<file path="config.mk">
export PLATFORM = sky130hd
export DESIGN_NAME = cpsl_ctrl
export DESIGN_NICKNAME = d
export VERILOG_FILES = /design/src/cpsl_pkg.sv /design/src/cpsl_ctrl.sv
export SDC_FILE = /design/constraint.sdc
export NUM_CORES = 1
export LEC_CHECK = 0
export ABC_AREA = 1
export BUFFER_PORTS_ARGS = -buffer_cell sky130_fd_sc_hd__buf_2
export CAP_MARGIN = 5
export CORE_UTILIZATION = 47
export CTS_CLUSTER_SIZE = 24
export DETAILED_ROUTE_END_ITERATION = 10
export GPL_TIMING_DRIVEN = 1
export PLACE_DENSITY = 0.84
export SLEW_MARGIN = 20
export SYNTH_ARGS = -nofsm -noshare
export SYNTH_HDL_FRONTEND = slang
export SYNTH_SLANG_ARGS = --single-unit
export TNS_END_PERCENT = 20
</file>
<file path="constraint.sdc">
create_clock -name clk -period 1.7 [get_ports clk]
set_input_delay 0.51 -clock clk [delete_from_list [all_inputs] [get_ports clk]]
set_output_delay 0.51 -clock clk [all_outputs]
set_load 0.01 [all_outputs]
</file>
<file path="src/cpsl_pkg.sv">
// ----------------------------------------------------------------------------
// cpsl_pkg: shared types and constants for the change-point sample log
// Command codes, memory port selects, controller command/status bundles and
// the reset values of the running statistics.
// ----------------------------------------------------------------------------
package cpsl_pkg;

    localparam int unsigned LOG_DEPTH_DEF = 256;

    // +16364.0 and -16364.0 in Q16.16
    localparam logic signed [31:0] MIN_RESET = 32'sh3FEC_0000;
    localparam logic signed [31:0] MAX_RESET = 32'shC014_0000;

    localparam int unsigned IN_W  = 72;
    localparam int unsigned OUT_W = 232;

    typedef enum logic [1:0] {
        CMD_LOG   = 2'd0,
        CMD_CLEAR = 2'd1,
        CMD_READ  = 2'd2,
        CMD_NOP   = 2'd3
    } cmd_t;

    typedef enum logic [2:0] {
        WR_NONE,
        WR_SWEEP,
        WR_FIRST,
        WR_ENTRY,
        WR_CLEAR
    } wr_sel_t;

    typedef enum logic [1:0] {
        RD_PREV,
        RD_IDX,
        RD_FIRST,
        RD_LAST
    } rd_sel_t;

    typedef struct packed {
        logic    load_in;
        logic    stat_step;
        logic    clear_stats;
        wr_sel_t wr_sel;
        rd_sel_t rd_sel;
        logic    adv_wp;
        logic    acc_load;
        logic    div_start;
        logic    mean_set;
        logic    cap_entry;
        logic    cap_first;
        logic    set_span;
        logic    load_out;
    } ctrl_cmd_t;

    typedef struct packed {
        cmd_t cmd;
        logic time_newer;
        logic first_sample;
        logic count_zero;
        logic value_differs;
        logic sweep_last;
        logic div_done;
        logic out_free;
    } ctrl_stat_t;

endpackage

</file>
<file path="src/cpsl_ctrl.sv">
// ----------------------------------------------------------------------------
// cpsl_ctrl: sequencing state machine of the sample log
// Runs the store sweep after reset, then walks each command through its
// memory accesses, the mean division and the span reads.
// ----------------------------------------------------------------------------
module cpsl_ctrl (
    input  logic                 clk,
    input  logic                 rst_n,
    input  logic                 in_valid,
    output logic                 in_ready,
    input  cpsl_pkg::ctrl_stat_t stat,
    output cpsl_pkg::ctrl_cmd_t  cmd
);

    typedef enum logic [4:0] {
        ST_SWEEP,
        ST_IDLE,
        ST_DECODE,
        ST_STAT,
        ST_WR_FIRST,
        ST_WR_MAIN,
        ST_RD_PREV,
        ST_CMP,
        ST_WR_ADV,
        ST_MEAN,
        ST_DIV_GO,
        ST_DIV,
        ST_CLEAR,
        ST_READ,
        ST_READ_GET,
        ST_SPAN_A,
        ST_SPAN_B,
        ST_SPAN_C,
        ST_DONE
    } state_t;

    state_t state_reg;
    state_t state_next;

    always_comb
    begin
        state_next      = state_reg;
        in_ready        = 1'b0;
        cmd.load_in     = 1'b0;
        cmd.stat_step   = 1'b0;
        cmd.clear_stats = 1'b0;
        cmd.wr_sel      = cpsl_pkg::WR_NONE;
        cmd.rd_sel      = cpsl_pkg::RD_LAST;
        cmd.adv_wp      = 1'b0;
        cmd.acc_load    = 1'b0;
        cmd.div_start   = 1'b0;
        cmd.mean_set    = 1'b0;
        cmd.cap_entry   = 1'b0;
        cmd.cap_first   = 1'b0;
        cmd.set_span    = 1'b0;
        cmd.load_out    = 1'b0;
        unique case (state_reg)
            ST_SWEEP:
            begin
                cmd.wr_sel = cpsl_pkg::WR_SWEEP;
                if (stat.sweep_last)
                    state_next = ST_IDLE;
            end
            ST_IDLE:
            begin
                in_ready    = 1'b1;
                cmd.load_in = in_valid;
                if (in_valid)
                    state_next = ST_DECODE;
            end
            ST_DECODE:
            begin
                unique case (stat.cmd)
                    cpsl_pkg::CMD_LOG:
                        state_next = stat.time_newer ? ST_STAT : ST_SPAN_A;
                    cpsl_pkg::CMD_CLEAR: state_next = ST_CLEAR;
                    cpsl_pkg::CMD_READ:  state_next = ST_READ;
                    cpsl_pkg::CMD_NOP:   state_next = ST_SPAN_A;
                    default:             state_next = ST_SPAN_A;
                endcase
            end
            ST_STAT:
            begin
                cmd.stat_step = 1'b1;
                state_next    = ST_WR_FIRST;
            end
            ST_WR_FIRST:
            begin
                // first sample since clear takes a slot of its own
                if (stat.first_sample)
                begin
                    cmd.wr_sel = cpsl_pkg::WR_FIRST;
                    cmd.adv_wp = 1'b1;
                end
                state_next = ST_WR_MAIN;
            end
            ST_WR_MAIN:
            begin
                cmd.wr_sel = cpsl_pkg::WR_ENTRY;
                state_next = ST_RD_PREV;
            end
            ST_RD_PREV:
            begin
                cmd.rd_sel = cpsl_pkg::RD_PREV;
                state_next = ST_CMP;
            end
            ST_CMP:
            begin
                if (stat.value_differs)
                begin
                    cmd.adv_wp = 1'b1;
                    state_next = ST_WR_ADV;
                end
                else
                begin
                    state_next = ST_MEAN;
                end
            end
            ST_WR_ADV:
            begin
                cmd.wr_sel = cpsl_pkg::WR_ENTRY;
                state_next = ST_MEAN;
            end
            ST_MEAN:
            begin
                // hold the mean when the counter has wrapped to zero
                if (stat.count_zero)
                begin
                    state_next = ST_SPAN_A;
                end
                else
                begin
                    cmd.acc_load = 1'b1;
                    state_next   = ST_DIV_GO;
                end
            end
            ST_DIV_GO:
            begin
                cmd.div_start = 1'b1;
                state_next    = ST_DIV;
            end
            ST_DIV:
            begin
                if (stat.div_done)
                begin
                    cmd.mean_set = 1'b1;
                    state_next   = ST_SPAN_A;
                end
            end
            ST_CLEAR:
            begin
                cmd.clear_stats = 1'b1;
                cmd.wr_sel      = cpsl_pkg::WR_CLEAR;
                state_next      = ST_SPAN_A;
            end
            ST_READ:
            begin
                cmd.rd_sel = cpsl_pkg::RD_IDX;
                state_next = ST_READ_GET;
            end
            ST_READ_GET:
            begin
                cmd.cap_entry = 1'b1;
                state_next    = ST_SPAN_A;
            end
            ST_SPAN_A:
            begin
                cmd.rd_sel = cpsl_pkg::RD_FIRST;
                state_next = ST_SPAN_B;
            end
            ST_SPAN_B:
            begin
                cmd.cap_first = 1'b1;
                cmd.rd_sel    = cpsl_pkg::RD_LAST;
                state_next    = ST_SPAN_C;
            end
            ST_SPAN_C:
            begin
                cmd.set_span = 1'b1;
                state_next   = ST_DONE;
            end
            ST_DONE:
            begin
                if (stat.out_free)
                begin
                    cmd.load_out = 1'b1;
                    state_next   = ST_IDLE;
                end
            end
            default:
            begin
                state_next = ST_IDLE;
            end
        endcase
    end

    always_ff @(posedge clk or negedge rst_n)
    begin
        if (!rst_n)
            state_reg <= ST_SWEEP;
        else
            state_reg <= state_next;
    end

endmodule

</file>
Word level (Yosys, flattened, before mapping)
Index checks and enable logic that the tools add are counted.
Widths: inputs -> output; s select.
{ "op_classes": {"addsub": 0, "n_mul": 0, "n_div": 0, "order_cmp": 0, "eq_ne": 25, "n_shift": 0, "mux": 29, "bitwise_logic": 0, "n_reduce_logical": 5} }
{ "ops": {"columns": ["op", "n"], "rows": [
  ["$pmux 5 s18", 1],
  ["$eq 5x4->1 const B", 8],
  ["$eq 5x3->1 const B", 4],
  ["$mux 5", 4],
  ["$pmux 5 s4", 1],
  ["$mux 1", 17],
  ["$eq 5x5->1 const B", 3],
  ["$pmux 3 s4", 1],
  ["$eq 5x2->1 const B", 2],
  ["$ne 2x2->1 const B", 4],
  ["$pmux 2 s3", 1],
  ["$eq 5x1->1 const B", 1],
  ["$logic_not 5->1", 1],
  ["$eq 2x2->1 const B", 2],
  ["$mux 4", 1],
  ["$reduce_and 4->1", 1],
  ["$reduce_or 2->1", 2],
  ["$mux 3", 1],
  ["$eq 2x1->1 const B", 1],
  ["$logic_not 2->1", 1],
  ["$mux 2", 1],
  ["$pmux 1 s2", 1]
]} }
{ "totals": {"reg_bits": 5, "latch_bits": 0, "mem_bits_rw": 0, "rom_bits": 0, "output_inout_bits": 17, "memories": 0} }

Longest topological paths before layout
{ "logic_depth": {"word_depth": 3, "mapped_depth": 12, "mapped_depth_nobuf": 11} }

Worst setup path before layout
OpenSTA, ideal clock, no wires.
{ "synth_timing": {"path_kind": "reg-to-output", "start": "register state_reg[0]", "end": "output port cmd[7] (netlist bit)", "arrival_ps": 1112, "required_time_ps": 1190, "setup_slack_ps": 78, "stages_incl_launch_ff": 6, "n_path_buf": 1, "path_cell_list": "dfrtp_1 buf_4 nand3_1 nor2_1 inv_1 o21ai_0"} }
{ "synth_lines": {"columns": ["element", "line_no", "source"], "rows": [
  ["from (decl)", "cpsl_ctrl.sv:37", "state_t state_reg;"],
  ["from (signal assigned)", "cpsl_ctrl.sv:202", "state_reg <= state_next;"],
  ["to (decl)", "cpsl_ctrl.sv:12", "output cpsl_pkg::ctrl_cmd_t cmd"]
]} }

==> insert_results.sql <==
INSERT INTO impl_metrics (metric_group, metric, value, unit) VALUES
('floorplanning', 'number_of_placement_rows', '13', ''),
('sta', 'min_clock_period_post_route', '2.031', 'ns'),
('global_routing', 'globalRouteTotalUtil', '36.20', '%'),
('clock_tree', 'numClockSinks', '5', ''),
('worst_setup_path', 'path_cells', 'nor2_4 > nand2_2 > nor2_2 > nand2_1 > nand3_1 > buf_2', ''),
('worst_setup_path', 'worst_setup_path_start_kind', 'register', ''),
('sta', 'rsz0062_at_grt', 'yes', ''),
('floorplanning', 'fp.coreArea', '0.001383', 'mm2'),
('power', 'seq_power_share', '13.8', '%'),
('floorplanning', 'floorplan.die.width', '41.70', 'um'),
('worst_setup_path', 'ff2ff_setup_slack', '-0.01', 'ns'),
('worst_setup_path', 'reg2reg_depth', '11', ''),
('placement', 'placed_cell_area', '970.9', 'um2'),
('power', 'static-leakage-power', '0.0007003', 'uW'),
('sta', 'slew_viol_final', '0', ''),
('routing', 'vias', '1227', ''),
('yosys', 'syn_inst', '131', ''),
('global_routing', 'grt_max_degree', '8', ''),
('clock_tree', 'max-clock-path-buffers', '2', ''),
('clock_tree', 'clkSlewWorstSetupHoldPaths', '0.05', 'ns'),
('yosys', 'syn_avg_cell_area', '5.654', 'um2'),
('worst_setup_path', 'critPathSlowestCell', 'dfrtp_2', ''),
('routing', 'first_pass_iters', '8', ''),
('sta', 'fin_skew', '0.005429', 'ns'),
('power', 'swShare', '57.19', '%'),
('placement', 'portBuffers', '28', ''),
('routing', 'drcViolationCount', '0', ''),
('floorplanning', 'fp.dieH', '41.70', 'um'),
('routing', 'finalWirelength', '3485', 'um'),
('run_status', 'violated_checks', 'setup timing', ''),
('worst_setup_path', 'timing.setup.critical_path_class', 'reg -> out', ''),
('clock_tree', 'clk_root_buffer_cell', 'clkbuf_4', ''),
('worst_setup_path', 'worst_path_largest_cell_delay', '0.48', 'ns'),
('worst_setup_path', 'worst_path_arrival', '1.52', 'ns'),
('clock_tree', 'clk_latency', '0.26', 'ns'),
('worst_setup_path', 'critPathMaxFanout', '7', ''),
('cells_and_area', 'stdcell_area', '0.001240', 'mm2'),
('sta', 'maxSlewHeadroom', '78.52', '%'),
('worst_setup_path', 'crit_end_element', 'primary output', ''),
('routing', 'initialDrtViolationCount', '124', ''),
('placement', 'placedCellCount', '184', ''),
('power', 'power_frac_comb', '80.3', '%'),
('cells_and_area', 'fillCellCount', '67', ''),
('clock_tree', 'post_cts_hold_buffer_count', '0', ''),
('clock_tree', 'tritoncts', 'done', ''),
('global_routing', 'number_of_global_route_vias_before_repair', '1130', ''),
('power', 'power.switching', '1439', 'uW'),
('yosys', 'synth_largest_type_area_fraction', '16.89', '%'),
('clock_tree', 'cts-buffers-inserted', '3', ''),
('run_status', 'status', 'complete, but fails checks', ''),
('sta', 'postLayoutSetupSlackWorst', '-0.3311', 'ns'),
('power', 'power_report.internal_total', '1077', 'uW'),
('placement', 'dpl_hpwl', '1875', 'um'),
('cells_and_area', 'post_route_cells_drive_above_1_share', '53.26', '%'),
('power', 'power.density', '2029', 'mW/mm2'),
('cells_and_area', 'layout_cells_excl_fill', '199', ''),
('routing', 'avgViaCountPerCell', '6.166', ''),
('yosys', 'seq_area_frac_synth', '16.89', '%'),
('power', 'power.share.clock', '5.9', '%'),
('sta', 'worst-slew-pin-transition', '0.3203', 'ns'),
('worst_setup_path', 'critical_path.reg2reg.startpoint', 'state_reg[1]', ''),
('worst_setup_path', 'worst-endpoint-required', '1.19', 'ns'),
('sta', 'finalSetupViolations', '18', ''),
('floorplanning', 'die_area', '0.001739', 'mm2'),
('sta', 'fin_crit_sh', '119.5', '%'),
('cells_and_area', 'layout.cells.most_common', 'buf_2', ''),
('floorplanning', 'initial_core_util', '53.57', '%'),
('worst_hold_path', 'worst_hold_path_type', 'in -> async', ''),
('global_routing', 'globalRouteOverflowTotal', '0', ''),
('global_routing', 'grt_first_pass_wirelength', '4899', 'um'),
('yosys', 'synth_top_area_cell', 'dfrtp_1', '');
## synthesized netlist by cell type, drive strengths merged
cell and instances:
nand4 2, nand3 16, nor3 5, inv 23, buf 3, o22ai 2, o21ai 4, nand2 33
a211oi 1, dfrtp 5, nor2 35, ha 2
## per-stage QoR
step / setup TNS [ns] / setup WS (ns) / hold slack (ns) / power [uW] / util, %
after floorplan: 0 / 0.07822 / 0.2144 / 1216 / -
after global placement: 0 / 0.02808 / 0.3227 / 1635 / 70.23
after detailed placement: -0.03252 / -0.03252 / 0.3279 / 1687 / 70.23
after CTS: -1.791 / -0.1596 / 0.06121 / 2106 / 83.44
after global routing: -3.733 / -0.2947 / 0.06131 / 2606 / 89.68
final: -3.285 / -0.3311 / 0.05571 / 2516 / 89.68
## cells by family (layout without fill, tap and decap cells)
family / after synthesis / count (layout) / share of synthesized area [%]
buf+inv: 26 / 79 / 15.20
fa+ha+maj: 2 / 2 / 3.378
simple gates: 91 / 91 / 59.12
flops: 5 / 5 / 16.89
compound gates: 7 / 7 / 5.406
## worst max path at each step
stage	from	end	slack (ns)
6_report	state_reg[0]	cmd[11]	-0.33
5_1_grt	state_reg[0]	cmd[7]	-0.29
4_1_cts	state_reg[3]	cmd[7]	-0.16
3_5_place_dp	state_reg[1]	cmd[7]	-0.03
3_3_place_gp	state_reg[0]	cmd[8]	0.03
2_1_floorplan	state_reg[0]	cmd[7]	0.08
## repair_timing
item,in CTS,in global routing
cloned,0,0
pin swaps,2,4
hold endpoints to repair,0,0
resized for setup,25,16
buffers inserted,8,3
setup endpoints to repair,17,18
## power by group through the flow
| stage | logic [uW] | registers [uW] | clock network, uW |
|---|---|---|---|
| floorplan | 979 | 238 | 0 |
| global placement | 1350 | 288 | 0 |
| detailed placement | 1390 | 294 | 0 |
| CTS | 1650 | 312 | 146 |
| global route | 2100 | 351 | 153 |
| finish | 2020 | 348 | 148 |
## worst max-delay path: cells and delay by family, from the launching register on
family	cells	cell delay, ns
DFF	1	0.48
buffers and inverters	1	0.14
and+or+nand+nor	5	0.64
## metal layers
layer  routed length [um]  up-vias  global-route usage, %
li1                     -      516                      -
met1                 1220      550                  41.08
met2                 1598      121                  61.56
met3                  446       40                  11.30
met4                  219        0                  16.13
met5                    0        -                      0
## final cells by class
class / instances / area [um2] / share of cell area [%]
clock buffers: 4 / 26.28 / 2.119
well taps: 15 / 18.77 / 1.514
multi-input cells: 100 / 621.8 / 50.15
repair buffers: 52 / 354.1 / 28.56
inverters: 23 / 88.84 / 7.164
flip-flops and latches: 5 / 130.1 / 10.49
Note: power is estimated with default switching activity, not from simulation.
